==> config.mk <==
export PLATFORM = sky130hd
export DESIGN_NAME = fpa_div_cell
export DESIGN_NICKNAME = d
export VERILOG_FILES = /design/src/hw/rtl/fpa_pkg.sv /design/src/hw/rtl/fpa_div_cell.sv
export SDC_FILE = /design/constraint.sdc
export NUM_CORES = 1
export LEC_CHECK = 0
export ABC_CLOCK_PERIOD_IN_PS = 900
export BUFFER_PORTS_ARGS = -buffer_cell sky130_fd_sc_hd__buf_2
export CAP_MARGIN = 0
export CORE_AREA = 2 2 164 166
export CTS_CLUSTER_SIZE = 24
export DETAILED_ROUTE_END_ITERATION = 16
export DIE_AREA = 0 0 166 168
export PLACE_DENSITY = 0.58
export SYNTH_ARGS = -nofsm -noshare
export SYNTH_HDL_FRONTEND = slang
export SYNTH_SLANG_ARGS = --single-unit
==> constraint.sdc <==
create_clock -name clk -period 0.9 [get_ports clk]
set_input_delay 0.18 -clock clk [delete_from_list [all_inputs] [get_ports clk]]
set_output_delay 0.18 -clock clk [all_outputs]
set_load 0.005 [all_outputs]
==> src/hw/rtl/fpa_pkg.sv <==
// Shared types and operation codes for the fixed-point ALU.
`default_nettype none
package fpa_pkg;

    typedef logic [3:0] op_t;

    localparam op_t OP_ADD      = 4'd0;
    localparam op_t OP_SUB      = 4'd1;
    localparam op_t OP_MUL      = 4'd2;
    localparam op_t OP_DIV      = 4'd3;
    localparam op_t OP_CMP      = 4'd4;
    localparam op_t OP_MIN      = 4'd5;
    localparam op_t OP_MAX      = 4'd6;
    localparam op_t OP_INC      = 4'd7;
    localparam op_t OP_DEC      = 4'd8;
    localparam op_t OP_TO_INT   = 4'd9;
    localparam op_t OP_FROM_INT = 4'd10;

    // Control carried alongside each transaction through the pipeline
    typedef struct packed {
        op_t         op;
        logic        neg;
        logic        dz;
        logic        lt;
        logic        eq;
        logic        gt;
        logic [31:0] simple;
    } ctrl_t;

endpackage
`default_nettype wire

==> src/hw/rtl/fpa_div_cell.sv <==
// One restoring-division cell: produces one quotient bit per transaction.
`default_nettype none
module fpa_div_cell #(
    parameter int W = 40
) (
    input  wire logic            clk,
    input  wire logic            rst_n,
    input  wire logic            en,
    input  wire logic            valid_in,
    input  wire fpa_pkg::ctrl_t  ctrl_in,
    input  wire logic [W-1:0]    work_in,
    input  wire logic [31:0]     rem_in,
    input  wire logic [31:0]     dvs_in,
    input  wire logic [63:0]     prod_in,
    output logic                 valid_reg,
    output fpa_pkg::ctrl_t       ctrl_reg,
    output logic [W-1:0]         work_reg,
    output logic [31:0]          rem_reg,
    output logic [31:0]          dvs_reg,
    output logic [63:0]          prod_reg
);

    logic [32:0] trial;
    logic [32:0] diff;
    logic        qbit;

    // Shift next dividend bit into remainder, try subtracting divisor
    assign trial = {rem_in, work_in[W-1]};
    assign diff  = trial - {1'b0, dvs_in};
    assign qbit  = !diff[32];

    always_ff @(posedge clk or negedge rst_n)
    begin
        if (!rst_n)
        begin
            valid_reg <= 1'b0;
        end
        else if (en)
        begin
            valid_reg <= valid_in;
        end
    end

    always_ff @(posedge clk)
    begin
        if (en)
        begin
            ctrl_reg <= ctrl_in;
            work_reg <= {work_in[W-2:0], qbit};
            rem_reg  <= qbit ? diff[31:0] : trial[31:0];
            dvs_reg  <= dvs_in;
            prod_reg <= prod_in;
        end
    end

endmodule
`default_nettype wire

After elaboration in Yosys (flattened, before gate mapping)
Cells that the tools add are included.
Widths: inputs -> output; s select.
{"block": "word_totals", "regBits": 210, "input_bits": 213, "output_inout_bits": 210, "wordCells": 15}
{"block": "op_classes", "addsub": 1, "n_mux": 1, "reduce_logical": 1}
{"operator": "$sub 33x32->33", "count": 1}
{"operator": "$mux 32", "count": 1}
{"operator": "$logic_not 1->1", "count": 1}

Depth between registers and ports, before layout
{"block": "depth", "depth_word": 2, "mapped_depth": 13, "mapped_depth_nobuf": 12}

Worst setup path before layout
No wires, ideal clock.
{"block": "synth_timing", "path_kind": "in2reg", "startpoint": "input dvs_in[16]", "endpoint": "register rem_reg[10], data pin", "setup_time_ns": 0.260, "arrival_time_ns": 2.435, "t_required_ns": 0.640, "setup_slack_ns": -1.796, "path_stages": 12, "path_buffers": 2, "path_cell_list": "inv_1 > ha_1 > buf_6 > a21oi_4 > o211ai_1 > a221o_1 > a211o_1 > o21a_1 > o211ai_4 > inv_2 > buf_6 > mux2_4"}
{"block": "synth_between", "elab_chain_len": 2}
{"item": "start, declared", "line_no": "fpa_div_cell.sv:13", "source": "input wire logic [31:0] dvs_in,"}
{"item": "$sub 33x32->33", "line_no": "fpa_div_cell.sv:29", "source": "assign diff = trial - {1'b0, dvs_in};"}
{"item": "$mux 32", "line_no": "fpa_div_cell.sv:50", "source": "rem_reg <= qbit ? diff[31:0] : trial[31:0];"}
{"item": "end signal, assigned", "line_no": "fpa_div_cell.sv:50"}
{"item": "end, declared", "line_no": "fpa_div_cell.sv:18", "source": "output logic [31:0] rem_reg,"}
Every way passes these cells.
A chain may end at the register's enable or synchronous reset.

Final worst setup path
{"block": "layout_timing", "startpoint": "input dvs_in[16]", "endpoint": "register rem_reg[20], data pin"}
The elaborated chain is that of the path after synthesis.

==> results.txt <==
----------------------------------------------------
[Critical path]
  Worst Path Max Fanout ... 7
  Worst Reg-to-Reg Cells ... 1
  Ordered list of cells on the worst path ... buf_12 -> inv_12 -> ha_4 -> a21oi_4 -> o211ai_1 -> a221o_1 -> a211o_1 -> o211ai_1 -> o211ai_4 -> inv_4 -> buf_12 -> buf_12 -> mux2_4
  Delay of the slowest critical-path stage ... between 300 and 400 ps
  Crit path capture type ... register
  Crit path required time ... between 1000 and 1500 ps
  CP Launch Type ... input port
  Worst setup endpoint ... rem_reg[20]
  Worst reg2reg setup slack ... 170 ps
  Critical register-to-register path startpoint ... valid_reg
  Critical Path AT ... approximately 2500 ps
  Critical path class ... input port to register
  Max stage delay cell, worst path ... a221o_1
  Crit path launch ... dvs_in[16]
  End of the worst register-to-register path ... valid_reg
  Cell with the most instances on the worst path ... buf_12

[Synth]
  Share of Yosys cell area claimed by the top area cell type ... 0.716
  Synth Net Count ... ~800
  Top post-synthesis cells by area ... edfxtp_1, ha_1, mux2_4, a21oi_1, nand2_1
  Synthesized area per cell ... 15.4 um2
  Ranking of synthesized cells by instance count ... edfxtp_1, nand2_1, inv_1
  EDFF count, synth ... 209
  Synthesized flop and latch total ... 210
  Syn Inst Count ... roughly 570
  Count leader, synth ... edfxtp_1
  Most area-hungry cell type in the Yosys netlist ... edfxtp_1
  Library cells used by synthesis ... between 50 and 60
  Area of the mapped netlist ... 0.00877 mm2
  Share of async-settable or async-resettable flops after synthesis ... 0.00476
  Yosys synthesis warning count ... 0
  Sequential cell area fraction in the yosys report ... 0.719
  Predominant post-synthesis flop cell ... edfxtp_1

[Timing]
  Fin Hold WS ... 25.7 ps
  Smallest setup slack after layout ... -1310 ps
  Setup repair after global routing missed its margin ... true
  Number of hold violations in the final report ... 0
  Post-route minimum period ... roughly 2200 ps
  Relative max-transition margin ... 0.685
  Slew @ Worst Pin ... about 470 ps
  Final clock period utilization by the worst path ... 2.46
  Max-slew violation total from the final report ... 0
  Fmax achieved ... roughly 450 MHz
  Number of setup violations in the final report ... about 240
  Final Skew ... 0 ps

[Global route]
  Initial antenna violation count ... 7
  Vias in the first global route ... slightly below 8000
  Maximum number of pins on one net before global-route repair ... 33
  GRT Total Usage ... 0.210
  First-pass GRT wire length ... 45300 um
  Overflow left after global routing ... 0

[Clocking]
  Number of buffers added by the clock tree synthesis step ... 23
  Root buf cell ... clkbuf_16
  Clock insertion delay at the later pin of the skew report ... 500 ps
  # H-tree levels ... 1
  TritonCTS Sinks ... 210
  Largest buffer count on any clock path ... 3
  Clock-pin slew on the worst setup and hold paths ... ~60 ps
  CTS tree ... built

[Cells and area]
  Net total in the final layout ... between 1500 and 2000
  Share of final-layout standard cells stronger than drive strength 1 ... 0.490
  Filler cells ... roughly 2100
  Max FFs per register ... 64
  Area overhead of the layout relative to synthesis ... 76.5%
  Flip-flop and latch area ... around 0.0063 mm2
  Total area of multi-input combinational cells ... roughly 0.0025 mm2

[Pwr]
  Sequential group share of total power ... 0.446
  Clk pwr share ... 0.340
  Power per Cell Area ... between 1500 and 2000 mW/mm2
  Worst voltage drop across the vdd grid ... 1.35 mV
  Pint ... 0.0205 W
  Net switching share of the total power ... 0.241
  Overall power after layout ... 0.0270 W
  Share of power burned in combinational logic ... 0.215
  Leak Pwr ... about 6.9 nW
  Net switching power ... around 0.0065 W

[Floorplan]
  Rows ... 60
  Width of the chip ... around 170 um
  I/O pin cnt ... between 400 and 500
  Placeable core area ... around 0.026 mm2
  Starting density of the core ... 0.333
  Die Y-Extent ... approximately 170 um
  Area of the die ... 0.0279 mm2

[Place]
  Total half-perimeter wirelength after legalization and detailed placement ... 22500 um
  IO Port Bufs ... about 420
  Routability cong. ... 0.861

[Detailed routing]
  Top metal layer carrying routed signals ... met5
  Routed length on met3 ... 1900 um
  Drt via density ... about 4.5
  Routed wirelength normalized by instance count ... 18.1 um
  Initial DRC count ... roughly 580
  Wire length on met2 ... between 15000 and 20000 um
  Post-DRT Antenna Nets ... 0
  Total vias in the final route ... 7720
  First-pass detailed-route iteration total ... 5
  Post-route met1 wirelength ... between 10000 and 15000 um
  DRC ... 0
  Post-detailed-routing wire length ... 30800 um

[Hold path]
  Classification of the worst-slack hold path ... input port to register
  Count of cells along the worst hold path ... 2

[Run status]
  Status ... finished with violations
  Failing checks ... negative setup slack

[Flow run]
  Count of max-cap constraint violations ... 0

----------------------------------------------------
==> layout by cell type (no fill, tap or decap), types with 4 or more instances in the layout <==
cell type and count:
nor2b_1 5, a21o_1 15, nor3_1 4, nand2b_1 4
clkbuf_16 23, a21oi_1 25, dlygate4sd3_1 193, o211ai_1 8
xor2_1 10, diode_2 4, and3_1 6, buf_12 11
buf_6 4, nand4_1 7, a21oi_2 8, ha_4 10
xnor2_1 14, o21bai_1 5, nor2_1 14, nand3_1 9
edfxtp_1 209, buf_2 417, o21a_1 6, a211oi_1 4
inv_1 36, buf_4 138, mux2_4 18, ha_1 21
o21ai_0 23, nand2_1 44
==> cell type report <==
cell class,count,area share
Sequential cell,210,0.407
Clock buffer,26,0.0379
Clock inverter,11,0.00849
Inverter,42,0.0113
Multi-Input combinational cell,304,0.161
Antenna cell,4,0.000647
Timing Repair Buffer,765,0.346
Tap cell,341,0.0276
==> worst max-delay path, delay by kind of cell <==
family	cells	cell delay, ps
AO/OA/AOI/OAI	6	1270
adder cells (fa/ha/maj)	1	260
buffers and inverters	5	470
multiplexers	1	300
==> cell families after synthesis <==
| logic type | share of synthesized area |
|---|---|
| compound gates | 0.0909 |
| xor+xnor | 0.0240 |
| fa+ha+maj | 0.0480 |
| buf+inv | 0.0271 |
| flops | 0.719 |
| mux | 0.0321 |
| simple gates | 0.0591 |
==> how the worst min path moves through the flow <==
stage / start / to / slack, ps
detailed placement: rst_n / valid_reg / -40
finish: rem_in[14] / rem_reg[15] / 30
global placement: rst_n / valid_reg / -40
CTS: rem_in[14] / rem_reg[15] / 1
floorplan: rst_n / valid_reg / -120
global route: rst_n / valid_reg / 20
==> routing by layer <==
metal / up-vias / global-route usage
met2: 291 / 0.367
li1: 3722 / -
met5: - / 0
met4: 6 / 0.0760
met1: 3641 / 0.258
met3: 60 / 0.0454
==> through the flow <==
step / cell area [um2] / cells / utilization / setup WS, ps / TNS, ps
global route: 15500 / 1702 / 0.587 / -1410 / -111710
floorplan: 8860 / 571 / - / -1680 / -52540
finish: 15500 / 1703 / 0.587 / -1310 / -99700
CTS: 15400 / 1698 / 0.586 / -1300 / -105210
detailed placement: 12400 / 1454 / 0.471 / -2060 / -76810
global placement: 12400 / 1454 / 0.471 / -2020 / -74290
==> power groups by stage <==
| stage | Clock, W | Combinational, W | Sequential [W] |
|---|---|---|---|
| after global routing | 0.00982 | 0.00627 | 0.0121 |
| after global placement | 0 | 0.00470 | 0.0122 |
| final | 0.00918 | 0.00581 | 0.0121 |
| after CTS | 0.00948 | 0.00583 | 0.0120 |
| after floorplan | 0 | 0.00175 | 0.0124 |
| after detailed placement | 0 | 0.00476 | 0.0122 |
==> what timing repair did <==
| action | in CTS | in global routing |
|---|---|---|
| gates cloned | 1 | 0 |
| pin swaps | 18 | 10 |
| hold buffers | 193 | 0 |
| setup endpoints to repair | 243 | 243 |
| setup buffers | 13 | 3 |
| endpoints found under the hold margin | 193 | 0 |
| resized for setup | 40 | 9 |
No activity file was read; power rests on OpenSTA's default activity.
