## src/hw/rtl/fpa_pkg.sv

```systemverilog
// Shared types and operation codes for the fixed-point ALU.
`default_nettype none
package fpa_pkg;

    typedef logic [3:0] op_t;

    localparam op_t OP_ADD      = 4'd0;
    localparam op_t OP_SUB      = 4'd1;
    localparam op_t OP_MUL      = 4'd2;
    localparam op_t OP_DIV      = 4'd3;
    localparam op_t OP_CMP      = 4'd4;
    localparam op_t OP_MIN      = 4'd5;
    localparam op_t OP_MAX      = 4'd6;
    localparam op_t OP_INC      = 4'd7;
    localparam op_t OP_DEC      = 4'd8;
    localparam op_t OP_TO_INT   = 4'd9;
    localparam op_t OP_FROM_INT = 4'd10;

    // Control carried alongside each transaction through the pipeline
    typedef struct packed {
        op_t         op;
        logic        neg;
        logic        dz;
        logic        lt;
        logic        eq;
        logic        gt;
        logic [31:0] simple;
    } ctrl_t;

endpackage
`default_nettype wire

```

## src/hw/rtl/fpa_front.sv

```systemverilog
// Entry stage: decodes simple ops, multiplies magnitudes, sets up the divider.
`default_nettype none
module fpa_front #(
    parameter int FRACTION_BITS = 8,
    parameter int W = 32 + FRACTION_BITS
) (
    input  wire logic               clk,
    input  wire logic               rst_n,
    input  wire logic               en,
    input  wire logic               valid_in,
    input  wire logic [3:0]         req_type,
    input  wire logic signed [31:0] operand_a,
    input  wire logic signed [31:0] operand_b,
    output logic                    valid_reg,
    output fpa_pkg::ctrl_t          ctrl_reg,
    output logic [W-1:0]            work_reg,
    output logic [31:0]             rem_reg,
    output logic [31:0]             dvs_reg,
    output logic [63:0]             prod_reg
);

    fpa_pkg::ctrl_t ctrl_next;
    logic [31:0]    mag_a;
    logic [31:0]    mag_b;

    assign mag_a = operand_a[31] ? (~operand_a + 32'd1) : operand_a;
    assign mag_b = operand_b[31] ? (~operand_b + 32'd1) : operand_b;

    // Results of the simple ops and compare flags
    always_comb
    begin
        ctrl_next        = '0;
        ctrl_next.op     = req_type;
        ctrl_next.neg    = operand_a[31] ^ operand_b[31];
        ctrl_next.dz     = (req_type == fpa_pkg::OP_DIV) && (operand_b == 32'sd0);
        case (req_type)
            fpa_pkg::OP_ADD:      ctrl_next.simple = operand_a + operand_b;
            fpa_pkg::OP_SUB:      ctrl_next.simple = operand_a - operand_b;
            fpa_pkg::OP_CMP:
            begin
                ctrl_next.lt = operand_a < operand_b;
                ctrl_next.eq = operand_a == operand_b;
                ctrl_next.gt = operand_a > operand_b;
            end
            fpa_pkg::OP_MIN:      ctrl_next.simple = (operand_a < operand_b) ? operand_a
                                                                             : operand_b;
            fpa_pkg::OP_MAX:      ctrl_next.simple = (operand_a > operand_b) ? operand_a
                                                                             : operand_b;
            fpa_pkg::OP_INC:      ctrl_next.simple = operand_a + 32'sd1;
            fpa_pkg::OP_DEC:      ctrl_next.simple = operand_a - 32'sd1;
            fpa_pkg::OP_TO_INT:   ctrl_next.simple = operand_a >>> FRACTION_BITS;
            fpa_pkg::OP_FROM_INT: ctrl_next.simple = operand_a << FRACTION_BITS;
            default:              ctrl_next.simple = '0;
        endcase
    end

    always_ff @(posedge clk or negedge rst_n)
    begin
        if (!rst_n)
        begin
            valid_reg <= 1'b0;
        end
        else if (en)
        begin
            valid_reg <= valid_in;
        end
    end

    // Payload, no reset needed
    always_ff @(posedge clk)
    begin
        if (en)
        begin
            ctrl_reg <= ctrl_next;
            work_reg <= {mag_a, {FRACTION_BITS{1'b0}}};
            rem_reg  <= '0;
            dvs_reg  <= mag_b;
            prod_reg <= {32'd0, mag_a} * {32'd0, mag_b};
        end
    end

endmodule
`default_nettype wire

```

## config.mk

```make
export PLATFORM = sky130hd
export DESIGN_NAME = fpa_front
export DESIGN_NICKNAME = d
export VERILOG_FILES = /design/src/hw/rtl/fpa_pkg.sv /design/src/hw/rtl/fpa_front.sv
export SDC_FILE = /design/constraint.sdc
export NUM_CORES = 2
export LEC_CHECK = 0
export BUFFER_PORTS_ARGS = -buffer_cell sky130_fd_sc_hd__buf_2
export CORE_ASPECT_RATIO = 0.8
export CORE_MARGIN = 3
export CORE_UTILIZATION = 65
export DETAILED_ROUTE_END_ITERATION = 10
export PLACE_DENSITY = 0.9
export SYNTH_ARGS = -nofsm -noshare
export SYNTH_HDL_FRONTEND = slang
export SYNTH_SLANG_ARGS = --single-unit
```

## constraint.sdc

```tcl
create_clock -name clk -period 1.4 [get_ports clk]
set_clock_uncertainty 0.2 [all_clocks]
set_input_delay 0.21 -clock clk [delete_from_list [all_inputs] [get_ports clk]]
set_output_delay 0.21 -clock clk [all_outputs]
set_load 0.02 [all_outputs]
```

==> flow_summary.ini, run 1 <==
[outcome]
status = stopped before the end
stop_stage = global routing
tool.error = [ERROR GRT-0116] Global routing finished with congestion. Check the congestion regions in the DRC Viewer.

[yosys]
synth_common_cells = inv_1 (968), fa_1 (898), nor2_1 (650), nand2_1 (550), ha_1 (330)
synth_area_leader_cell = fa_1
synth-adder-area-share = 0.507
synth_flop_cell = edfxtp_1
synth_compound_area_frac = 0.0853
ys_seq_area_frac = 0.117
synth-simple-area-share = 0.137
muxShareOfSynthArea = 0.00241
synth.area.top_cells = fa_1 (41%), edfxtp_1 (12%), ha_1 (9.5%), inv_1 (8.3%), nor2_1 (5.6%)
synth_warnings = 0
syn_avg_cell_area_sq_um = 8.99
synth_top_family_by_area = adder cells
synth_cell_types = 80
synth_xor_area_frac = 0.0393
synth_top_area_share = 0.412
synth_area_sq_um = 43600
synth.most_common_cell = inv_1
syn_inst = 4851
synth_edf_count = 169
async_flop_share = 0.00588
ys_ff_latch = 170

[global_routing]
grt_usage = 0.909
grt_max_degree = 27
overflow = 1550
grt_pass1_wl_microns = 465000
grt_pass1_vias = 65000

[die]
fp-row-count = 84
dieHeight_microns = 238
die_width_microns = 296
initial_core_util = 0.660
io_pins = 282

[clocking]
cts.sinks = 170
htree_num_levels = 4
clk_path_buf_depth = 2
cts-buffers-inserted = 17
clockRootBuffer = clkbuf_16

[place]
place.gp.congestion = 1.19
port_buffers = 241
hpwl_microns = 158000
place_ws_ps = -9160
## logic make-up after synthesis
group | after synthesis
muxes | 10
other | 1
buffers and inverters | 1255
DFF | 170
xor gates and xnor gates | 193
adders and majority gates | 1228
AOI/OAI and AO/OA | 557
and+or+nand+nor | 1437
## metrics by stage
| step | setup TNS, ps | hold WS [ps] | area [sq um] | utilization | std cells |
|---|---|---|---|---|---|
| floorplan | -573750 | -286 | 46400 | - | 4890 |
| global placement | -672510 | -216 | 55000 | 0.831 | 6719 |
| detailed placement | -704040 | -214 | 55000 | 0.831 | 6719 |
| CTS | -610060 | -11.7 | 57700 | 0.873 | 6824 |
## repair_timing
| action | 4_1_cts |
|---|---|
| endpoints found under the setup margin | 331 |
| setup buffers | 50 |
| hold endpoints to repair | 52 |
| resized for setup | 339 |
| hold buffers | 27 |
| pin swaps | 154 |
## layer usage
| metal | overflow | GRT usage |
|---|---|---|
| met3 | 126 | 0.864 |
| met2 | 768 | 0.988 |
| met4 | 442 | 0.906 |
| met1 | 195 | 0.885 |
| met5 | 19 | 0.755 |
==> run 2: changes to the inputs <==
--- a/config.mk
+++ b/config.mk
@@ -6,11 +6,10 @@
 export NUM_CORES = 2
 export LEC_CHECK = 0
 export BUFFER_PORTS_ARGS = -buffer_cell sky130_fd_sc_hd__buf_2
-export CORE_ASPECT_RATIO = 0.8
 export CORE_MARGIN = 3
-export CORE_UTILIZATION = 65
+export CORE_UTILIZATION = 40
 export DETAILED_ROUTE_END_ITERATION = 10
-export PLACE_DENSITY = 0.9
+export PLACE_DENSITY_LB_ADDON = 0.15
 export SYNTH_ARGS = -nofsm -noshare
 export SYNTH_HDL_FRONTEND = slang
 export SYNTH_SLANG_ARGS = --single-unit
==> run 2 against run 1 <==
  * The flow now finishes, with violations (setup timing)
  * Synthesized cell count is the same
  * Synthesized area unchanged
==> flow_summary.ini, run 2 <==
[hold_path]
holdPathEnd = ctrl_reg[21]
whs_path_depth = 4
hp-class = in2reg
hp-start = operand_b[21]

[setup_path]
slowest_delay_ps = 590
crit_path_max_fanout = 9
critPathBufInv = 10
cpLargestDelayFamily = adder cells
arrival_ps = 9610
regToRegStartpoint = valid_reg
crit_top_cell = fa_1
crit_path_start = operand_a[6]
r2r_slack_ps = 460
setup.worst_path.end_class = flip-flop
slowest_stage = fa_1
critPathLaunchType = input pin
worstPathRequired_ps = 1500
path_class = in2reg
r2r_cells = 1
r2r_end = valid_reg

[yosys]
synth_flop_cell = edfxtp_1
synth_compound_area_frac = 0.0853
synth_top_family_by_area = adder cells
synth_warnings = 0
synth.most_common_cell = inv_1
synth-simple-area-share = 0.137
synth_cell_types = 80
synth_area_sq_um = 43600
ys_ff_latch = 170
synth_edf_count = 169
syn_inst = 4851
ys_seq_area_frac = 0.117
synth_top_area_share = 0.412
async_flop_share = 0.00588
synth-adder-area-share = 0.507
synth_area_leader_cell = fa_1
synth.area.top_cells = fa_1 (41%), edfxtp_1 (12%), ha_1 (9.5%), inv_1 (8.3%), nor2_1 (5.6%)
syn_avg_cell_area_sq_um = 8.99
muxShareOfSynthArea = 0.00241
synth_common_cells = inv_1 (968), fa_1 (898), nor2_1 (650), nand2_1 (550), ha_1 (330)
synth_xor_area_frac = 0.0393

[final_layout]
multi_input_area_sq_um = 37200
seqCellArea_sq_um = 5100
final_nets = 7355
fillers = 9741
largest_reg_flops = 64
drive_above_1_share = 0.318
area_delta_synth_final_pct = 37.8
design_area_sq_um = 60100
layout_commonest_cell = buf_4
layout_common_cells = buf_4 (955), inv_1 (918), fa_1 (875)

[clocking]
clk_pin_slew_worst_paths_ps = 80
htree_num_levels = 4
clk_path_buf_depth = 2
cts-buffers-inserted = 17
cts_tree = done
worstSkewPairLatency_ps = 530
clockRootBuffer = clkbuf_16
cts.sinks = 170

[drt]
wl_per_cell_microns = 23.4
drcViolationCount = 0
viasPerCell = 5.25
firstDrtPassIters = 8
vias = 39200
drt_iter0_markers = 3292
drtAntennaViolNets = 0
wl_microns = 175000

[outcome]
status = finished with violations
violations = setup timing

[global_routing]
grt_usage = 0.315
overflow = 0
grt_pass1_wl_microns = 262000
grt_pass1_vias = 41500
antenna_found_initial = 5
grt_max_degree = 35

[die]
die_width_microns = 336
coreArea_sq_um = 108000
initial_core_util = 0.405
dieHeight_microns = 336
die-area_sq_um = 113000
fp-row-count = 120
io_pins = 282

[run]
drv_cap = 0

[timing]
slew_viol_final = 0
fin_crit_sh = 6.80
tightest_slew_ps = 671
setup_slack_ps = -8110
hold_viol = 0
fin_crit_ps = 9510
rsz0062_at_grt = true
relSlewSlack = 0.553
setup_viol = 331
fmaxAchievable_ghz = 0.105

[place]
place.gp.congestion = 0.993
port_buffers = 241
hpwl_microns = 149000
place_area_sq_um = 56600
-- run 2: cell counts after synthesis --
No cell type changed its count.
-- run 2: kinds of logic (layout without fill, tap and decap cells) --
kind of cell / after synthesis / in the layout
adders and majority gates: 1228 / 1228
xor gates and xnor gates: 193 / 193
DFF: 170 / 170
muxes: 10 / 10
and+or+nand+nor: 1437 / 1437
buffers and inverters: 1255 / 2433
AOI/OAI and AO/OA: 557 / 557
other: 1 / 41
-- run 2: stage by stage --
step | util | setup WS [ps] | TNS (ps) | hold WS (ps) | std cells
3_3_place_gp | 0.526 | -8810 | -695790 | -216 | 7341
3_5_place_dp | 0.526 | -9060 | -699800 | -214 | 7341
2_1_floorplan | - | -8100 | -573750 | -286 | 4890
6_report | 0.558 | -8110 | -602940 | 38.3 | 7472
5_1_grt | 0.558 | -8280 | -626910 | 36.7 | 7471
4_1_cts | 0.549 | -8050 | -600660 | -17.1 | 7441
-- run 2: how the worst max path moves through the flow --
stage / to / slack, ps / cells past startpoint
2_1_floorplan: prod_reg[61] / -8100 / 31
5_1_grt: prod_reg[61] / -8280 / 32
3_5_place_dp: prod_reg[61] / -9060 / 31
3_3_place_gp: prod_reg[61] / -8810 / 33
6_report: prod_reg[61] / -8110 / 33
4_1_cts: prod_reg[61] / -8050 / 31
-- run 2: final cells by class --
type | instances | area share
Inverter | 997 | 0.0647
Antenna cell | 1 | 0.0000416
Clock buffer | 17 | 0.00708
Multi-Input combinational cell | 3465 | 0.619
Tap cell | 1403 | 0.0292
Timing Repair Buffer | 1404 | 0.193
Sequential cell | 170 | 0.0849
Clock inverter | 15 | 0.00196
-- run 2: timing repair --
| action | 4_1_cts | 5_1_grt |
|---|---|---|
| endpoints found under the setup margin | 332 | 331 |
| setup buffers | 54 | 40 |
| gates cloned | 1 | 1 |
| hold buffers | 21 | 0 |
| hold endpoints to repair | 39 | 0 |
| pin swaps | 148 | 108 |
| resized for setup | 273 | 159 |
-- run 2: metal layers --
| layer | vias to the layer above | share of wire | global-route usage |
|---|---|---|---|
| met5 | - | 0 | 0 |
| met4 | 0 | 0.042 | 0.116 |
| met3 | 292 | 0.083 | 0.0579 |
| met2 | 1649 | 0.46 | 0.505 |
| met1 | 20000 | 0.41 | 0.426 |
| li1 | 17300 | - | - |
Power of run 2 is left out: the tool's default activity adds up to more than one toggle a clock period on the data nets, which glitch-free logic cannot reach.
