**src/hw/rtl/fpa_pkg.sv**
```systemverilog
// Shared types and operation codes for the fixed-point ALU.
`default_nettype none
package fpa_pkg;

    typedef logic [3:0] op_t;

    localparam op_t OP_ADD      = 4'd0;
    localparam op_t OP_SUB      = 4'd1;
    localparam op_t OP_MUL      = 4'd2;
    localparam op_t OP_DIV      = 4'd3;
    localparam op_t OP_CMP      = 4'd4;
    localparam op_t OP_MIN      = 4'd5;
    localparam op_t OP_MAX      = 4'd6;
    localparam op_t OP_INC      = 4'd7;
    localparam op_t OP_DEC      = 4'd8;
    localparam op_t OP_TO_INT   = 4'd9;
    localparam op_t OP_FROM_INT = 4'd10;

    // Control carried alongside each transaction through the pipeline
    typedef struct packed {
        op_t         op;
        logic        neg;
        logic        dz;
        logic        lt;
        logic        eq;
        logic        gt;
        logic [31:0] simple;
    } ctrl_t;

endpackage
`default_nettype wire

```
**src/hw/rtl/fpa_if.sv**
```systemverilog
// Request and response channel interfaces for the fixed-point ALU.
`default_nettype none


interface fpa_rsp_if;
    logic               valid;
    logic               ready;
    logic signed [31:0] result_value;
    logic               less_than;
    logic               equal_to;
    logic               greater_than;
    logic               overflow_flag;
    logic               divide_by_zero;

    modport source (output valid, result_value, less_than, equal_to, greater_than,
                    overflow_flag, divide_by_zero, input ready);
    modport sink   (input valid, result_value, less_than, equal_to, greater_than,
                    overflow_flag, divide_by_zero, output ready);
endinterface
`default_nettype wire

```
**src/hw/rtl/fpa_back.sv**
```systemverilog
// Exit stage: scales the product, saturates, selects and registers the response.
`default_nettype none
module fpa_back #(
    parameter int FRACTION_BITS = 8,
    parameter int W = 32 + FRACTION_BITS
) (
    input  wire logic            clk,
    input  wire logic            rst_n,
    input  wire logic            en,
    input  wire logic            valid_in,
    input  wire fpa_pkg::ctrl_t  ctrl_in,
    input  wire logic [W-1:0]    quot_in,
    input  wire logic [63:0]     prod_in,
    fpa_rsp_if.source            rsp
);

    logic [63:0] q;
    logic [31:0] sat_val;
    logic        sat_ovf;
    logic [31:0] res_next;
    logic        ovf_next;

    assign q = (ctrl_in.op == fpa_pkg::OP_MUL) ? (prod_in >> FRACTION_BITS)
                                               : 64'(quot_in);

    // Apply sign and clamp to the signed 32-bit range
    always_comb
    begin
        sat_ovf = 1'b0;
        if (ctrl_in.neg)
        begin
            if (q > 64'h0000_0000_8000_0000)
            begin
                sat_ovf = 1'b1;
                sat_val = 32'h8000_0000;
            end
            else
            begin
                sat_val = ~q[31:0] + 32'd1;
            end
        end
        else if (q > 64'h0000_0000_7FFF_FFFF)
        begin
            sat_ovf = 1'b1;
            sat_val = 32'h7FFF_FFFF;
        end
        else
        begin
            sat_val = q[31:0];
        end
    end

    always_comb
    begin
        res_next = ctrl_in.simple;
        ovf_next = 1'b0;
        if (ctrl_in.op == fpa_pkg::OP_MUL ||
            (ctrl_in.op == fpa_pkg::OP_DIV && !ctrl_in.dz))
        begin
            res_next = sat_val;
            ovf_next = sat_ovf;
        end
    end

    always_ff @(posedge clk or negedge rst_n)
    begin
        if (!rst_n)
        begin
            rsp.valid <= 1'b0;
        end
        else if (en)
        begin
            rsp.valid <= valid_in;
        end
    end

    always_ff @(posedge clk)
    begin
        if (en)
        begin
            rsp.result_value   <= res_next;
            rsp.less_than      <= ctrl_in.lt;
            rsp.equal_to       <= ctrl_in.eq;
            rsp.greater_than   <= ctrl_in.gt;
            rsp.overflow_flag  <= ovf_next;
            rsp.divide_by_zero <= ctrl_in.dz;
        end
    end

endmodule
`default_nettype wire

```
**src/flat_wrapper.sv**
```systemverilog
// flat-port wrapper written by rule: the top's interface ports become plain ports
module fpa_back_flat 
#(
    parameter int FRACTION_BITS = 8,
    parameter int W = 32 + FRACTION_BITS
)
  (clk, rst_n, en, valid_in, ctrl_in, quot_in, prod_in, rsp_valid, rsp_result_value, rsp_less_than, rsp_equal_to, rsp_greater_than, rsp_overflow_flag, rsp_divide_by_zero, rsp_ready);
  fpa_rsp_if rsp_i ();
  input  wire logic clk;
  input  wire logic rst_n;
  input  wire logic en;
  input  wire logic valid_in;
  input  wire fpa_pkg::ctrl_t ctrl_in;
  input  wire logic [W-1:0] quot_in;
  input  wire logic [63:0] prod_in;
  output wire logic [$bits(rsp_i.valid)-1:0] rsp_valid;
  output wire logic [$bits(rsp_i.result_value)-1:0] rsp_result_value;
  output wire logic [$bits(rsp_i.less_than)-1:0] rsp_less_than;
  output wire logic [$bits(rsp_i.equal_to)-1:0] rsp_equal_to;
  output wire logic [$bits(rsp_i.greater_than)-1:0] rsp_greater_than;
  output wire logic [$bits(rsp_i.overflow_flag)-1:0] rsp_overflow_flag;
  output wire logic [$bits(rsp_i.divide_by_zero)-1:0] rsp_divide_by_zero;
  input wire logic [$bits(rsp_i.ready)-1:0] rsp_ready;
  assign rsp_valid = rsp_i.valid;
  assign rsp_result_value = rsp_i.result_value;
  assign rsp_less_than = rsp_i.less_than;
  assign rsp_equal_to = rsp_i.equal_to;
  assign rsp_greater_than = rsp_i.greater_than;
  assign rsp_overflow_flag = rsp_i.overflow_flag;
  assign rsp_divide_by_zero = rsp_i.divide_by_zero;
  assign rsp_i.ready = rsp_ready;
  fpa_back #(.FRACTION_BITS(FRACTION_BITS), .W(W)) u_core (.clk(clk), .rst_n(rst_n), .en(en), .valid_in(valid_in), .ctrl_in(ctrl_in), .quot_in(quot_in), .prod_in(prod_in), .rsp(rsp_i));
endmodule
```
**config.mk**
```make
export PLATFORM = sky130hd
export DESIGN_NAME = fpa_back_flat
export DESIGN_NICKNAME = d
export VERILOG_FILES = /design/src/hw/rtl/fpa_pkg.sv /design/src/hw/rtl/fpa_if.sv /design/src/hw/rtl/fpa_back.sv /design/src/flat_wrapper.sv
export SDC_FILE = /design/constraint.sdc
export NUM_CORES = 1
export LEC_CHECK = 0
export BUFFER_PORTS_ARGS = -buffer_cell sky130_fd_sc_hd__buf_2
export CAP_MARGIN = 20
export CELL_PAD_IN_SITES_DETAIL_PLACEMENT = 0
export CELL_PAD_IN_SITES_GLOBAL_PLACEMENT = 1
export CORE_AREA = 3 3 150 79
export DETAILED_ROUTE_END_ITERATION = 6
export DIE_AREA = 0 0 153 82
export HOLD_SLACK_MARGIN = 0.08
export PLACE_DENSITY_LB_ADDON = 0.1
export SKIP_LAST_GASP = 1
export SYNTH_ARGS = -nofsm -noshare
export SYNTH_HDL_FRONTEND = slang
export SYNTH_SLANG_ARGS = --single-unit
```
**constraint.sdc**
```tcl
create_clock -name clk -period 1.95 [get_ports clk]
set_input_delay 0.195 -clock clk [delete_from_list [all_inputs] [get_ports clk]]
set_output_delay 0.195 -clock clk [all_outputs]
set_load 0.02 [all_outputs]
```
# --- After elaboration in Yosys (flattened, before gate mapping) ---
# Cells that the tools add are included.
classes:
  n_addsub: 1
  multipliers: 0
  n_div: 0
  magnitude_cmp: 2
  eq_ne: 2
  n_shift: 0
  mux: 8
  bitwise: 1
  n_reduce_logical: 3
op_table:
  columns: ["cell", "count"]
  rows:
  - ["32-bit 2-to-1 mux", 4]
  - ["64-bit by 31-bit > comparator with 1-bit output, second input constant", 1]
  - ["64-bit by 32-bit > comparator with 1-bit output, second input constant", 1]
  - ["56-bit 2-to-1 mux", 1]
  - ["32-bit by 1-bit adder with 32-bit output, second input constant", 1]
  - ["32-bit NOT", 1]
  - ["4-bit by 2-bit equality test with 1-bit output, second input constant", 2]
  - ["1-bit 2-to-1 mux", 3]
  - ["1-bit logical AND", 1]
  - ["1-bit zero test", 1]
  - ["1-bit logical OR", 1]
totals:
  reg_bits: 38
  latch_bits: 0
  ram_bits: 0
  mem_bits_ro: 0
  word_cells: 24
  n_memories: 0

# --- Logic depth before layout (Yosys ltp) ---
logic_depth:
  depth_word: 7
  ltp_mapped: 16
  depth_no_buf: 10

# --- Least setup slack after synthesis ---
# Ideal clock, no wire load.
synth_timing:
  kind: "input-to-reg"
  from: "input port ctrl_in[37] (netlist bit)"
  to: "register u_core.rsp.result_value[6] (data pin)"
  setup_ns: 0.146
  t_arrival_ns: 3.256
  setup_slack_ns: -1.452
  stages: 13
  cell_sequence: "nor4b_2 -> buf_4 -> buf_2 -> buf_2 -> buf_2 -> mux2i_1 -> ha_1 -> inv_1 -> a221o_1 -> buf_2 -> o21a_1 -> or4_1 -> a21oi_1"
synth_between:
  elab_chain_cells: 7
synth_rtl:
  columns: ["element", "line_no", "text"]
  rows:
  - ["start, declared", "flat_wrapper.sv:13", "input wire fpa_pkg::ctrl_t ctrl_in;"]
  - ["parallel branches: the longest is 6 deep, another holds 64-bit by 31-bit > comparator with 1-bit output", null, null]
  - ["32-bit 2-to-1 mux (*)", "fpa_back.sv:57", "if (ctrl_in.op == fpa_pkg::OP_MUL ||"]
  - ["named net u_core.res_next[6]", "fpa_back.sv:20", "logic [31:0] res_next;"]
  - ["end signal, assigned", "fpa_back.sv:81", "rsp.result_value <= res_next;"]
  - ["end, declared", "fpa_if.sv:15", "modport source (output valid, result_value, less_than, equal_to, greater_than,"]
# Mark *: on every way through the listed nets, which the timed path passes.
# A chain may end at the register's enable or synchronous reset.

# --- Worst setup path after layout ---
layout_timing:
  from: "input port ctrl_in[37] (netlist bit)"
  to: "register u_core.rsp.result_value[2] (data pin)"
# The elaborated chain is that of the path after synthesis.

==> results.py <==
metrics = {
    "worst_setup_path": {
        "cpPeakStageDelay_ps": 580,
        "critPathSlowestCell": "or4b_4",
        "reg2reg_from": "u_core.rsp.valid",
        "required_ps": 2090,
        "critical-path-top-delay-family": "simple AND/OR/NAND/NOR gates",
        "critPathLaunchType": "input port",
        "crit_start": "ctrl_in[37]",
        "worstPathMaxFanout": 6,
        "path_buf_inv": 6,
        "crit_path_end_kind": "register",
        "criticalPathCategory": "input port to register",
        "cp_cell_sequence": "buf_2 > or4b_4 > nand2_2 > nand2_2 > inv_2 > ha_4 > inv_4 > a221o_1 > buf_6 > o21ai_4 > buf_6 > buf_12 > a311oi_2 > nor2_1",
        "arrival_ps": 2550,
    },
    "min_path": {
        "hold_start": "ctrl_in[33]",
        "worst_hold_path_type": "input port to register",
    },
    "logic_synthesis": {
        "syn_nets": 605,
        "ys_ff_latch": 38,
        "synth.distinct_cells": 64,
        "ys_seq_area_share_pct": 30.7,
        "async_flop_share_pct": 2.63,
        "synth_area_per_cell_um2": 8.16,
        "syn_inst": 454,
        "synth.cell_area_um2": 3700,
        "synth_ff_type": "edfxtp_1",
        "synth_edf_count": 37,
        "ys_warn_count": 0,
    },
    "floorplanning": {
        "start_util_pct": 34.4,
        "row_count": 27,
        "dieWidth_um": 153,
        "coreArea_um2": 10800,
        "io_pins": 188,
        "dieArea_um2": 12500,
        "die_y_um": 82,
    },
    "sta": {
        "final_max_slew_viol_count": 0,
        "relSlewSlack_pct": 55.9,
        "worst_pin_slew_ps": 659,
        "min_period_ps": 2410,
        "fin_crit_sh_pct": 124,
        "hold_slack_ps": 85.4,
        "hold_viol_final": 0,
        "rsz0062_at_grt": "true",
        "setup_ws_ps": -464,
        "fin_setup_tns_ps": -11620,
        "fmax_mhz": 414,
        "finalSetupViolCount": 33,
        "clock_skew_ps": 0,
    },
    "cells_and_area": {
        "area_growth_pct": 74.3,
        "fin_util_pct": 59.9,
        "drive_above_1_share_pct": 52.6,
        "diodes": 0,
        "nNetsFinal": 924,
        "stdcell_count": 919,
    },
    "power": {
        "power_frac_seq_pct": 34.4,
        "p_per_area_nw_per_um2": 450,
        "cellLeakagePower_nw": 2.76,
        "pwr-share-clk_pct": 31.2,
        "switching_power_w": 0.000885,
        "swShare_pct": 30.5,
        "ir_drop_uv": 342,
        "p_comb_share_pct": 34.4,
        "power.internal_w": 0.00202,
    },
    "global_routing": {
        "grt_pass1_vias": 5000,
        "overflow": 0,
        "grt_max_degree": 50,
        "grt_util_all_layers_pct": 26.4,
        "grt_antenna_before_repair": 0,
        "grt_pass1_wl_um": 26300,
    },
    "clocking": {
        "clk_pin_slew_ps": 60,
        "cts_tree": "yes",
        "htreeDepth": 2,
        "clk_latency_ps": 280,
        "cts_buffers": 5,
        "root_buffer": "clkbuf_16",
        "clk_path_buf_depth": 2,
        "cts.sinks": 38,
    },
    "routing": {
        "vias_per_cell": 5.42,
        "first_pass_iters": 5,
        "drc": 0,
        "wirelength_um": 17000,
        "drt_iter0_markers": 290,
        "wl_per_cell_um": 18.5,
        "ant_nets": 0,
        "vias": 4979,
    },
    "placed_design": {
        "gp_congestion": 0.913,
        "pre_cts_ws_ps": -813,
        "place.port_buffers": 178,
        "hpwl_um": 13700,
        "placed_cells": 893,
    },
    "run": {
        "maxCapViolations": 0,
    },
    "status": {
        "status": "finished with violations",
        "violations": "negative setup slack",
    },
}
layout by cell type, fill, tap and decap left out, types with 12 or more instances in the layout:
| cell | synthesis | routed |
|---|---|---|
| buf_2 | 10 | 177 |
| buf_4 | 1 | 143 |
| nor2_1 | 93 | 91 |
| mux2i_1 | 45 | 42 |
| nand2_1 | 40 | 37 |
| edfxtp_1 | 37 | 37 |
| nor3_1 | 22 | 19 |
| nor4_1 | 18 | 15 |
| a21oi_1 | 16 | 14 |
| o21ai_0 | 15 | 12 |
| nand4_1 | 12 | 12 |
layout make-up:
cell class                 count  area (um^2)
sequential                    38         1140
timing repair buffer         340         2230
fill                         982         4320
clock buffer                   8          166
multi-input combinational    384         2720
tap                          145          181
inverter                       4         17.5
per-layer routing:
| metal | part of all wire, % | vias to the layer above | track usage, % |
|---|---|---|---|
| met5 | 0 | - | 0 |
| met4 | 0.81 | 0 | 4.18 |
| met3 | 6.0 | 16 | 4.79 |
| met2 | 46 | 180 | 44.4 |
| met1 | 47 | 2389 | 36.5 |
| li1 | - | 2394 | - |
power groups by stage:
| stage | Combinational (W) | Clock [W] | Sequential [W] |
|---|---|---|---|
| 2_1_floorplan | 0.000294 | 0 | 0.00111 |
| 3_3_place_gp | 0.000913 | 0 | 0.00101 |
| 3_5_place_dp | 0.000921 | 0 | 0.00102 |
| 4_1_cts | 0.000966 | 0.000908 | 0.00100 |
| 5_1_grt | 0.00108 | 0.000954 | 0.00101 |
| 6_report | 0.000999 | 0.000907 | 0.00100 |
sequential cells by signal, indices dropped and copies added (netlist names):
| signal | flops |
|---|---|
| u_core.rsp.divide_by_zero | 1 |
| u_core.rsp.equal_to | 1 |
| u_core.rsp.greater_than | 1 |
| u_core.rsp.less_than | 1 |
| u_core.rsp.overflow_flag | 1 |
| u_core.rsp.result_value | 32 |
| u_core.rsp.valid | 1 |
final timing paths:
| check | end | slack [ps] | cells after the start |
|---|---|---|---|
| max in group asynchronous | u_core.rsp.valid | 1650 | 2 |
| setup reg to reg | u_core.rsp.valid | 1180 | 1 |
| setup / recovery | u_core.rsp.result_value[2] | -460 | 14 |
| hold / removal | u_core.rsp.equal_to | 90 | 1 |
| hold reg to reg | u_core.rsp.valid | 540 | 1 |
| min in group asynchronous | u_core.rsp.valid | 210 | 2 |
timing repair:
action,in CTS,in global routing
hold buffers,1,1
pin swaps,25,25
endpoints found under the setup margin,33,33
endpoints found under the hold margin,1,1
gates resized for setup,35,36
buffers inserted,12,7
stage by stage:
stage	total power, W	instance area (um^2)
floorplan	0.00141	3790
global placement	0.00193	5810
detailed placement	0.00194	5810
CTS	0.00288	6270
global route	0.00304	6450
finish	0.00291	6450
cells in the mapped netlist, types with 5 or more instances:
cell type	number	area (um^2)
nor2_1	93	349
nand4_1	12	75.1
o21ai_0	15	75.1
mux2_2	7	78.8
mux2i_1	45	450
nand3_1	13	65.1
nor4_1	18	113
nor4_2	5	62.6
buf_2	10	50.1
a21oi_1	16	80.1
edfxtp_1	37	1110
a311oi_1	9	78.8
nand2_1	40	150
o211ai_1	10	75.1
clkbuf_1	16	60.1
nor3_1	22	110
cell families after synthesis:
logic type	Yosys count	synth area share, %
simple gates	232	31.7
flops	38	30.7
buf+inv	32	3.89
fa+ha+maj	1	0.338
mux	52	14.3
compound gates	96	18.4
xor+xnor	3	0.710
Note: power is estimated with default switching activity, not from simulation.
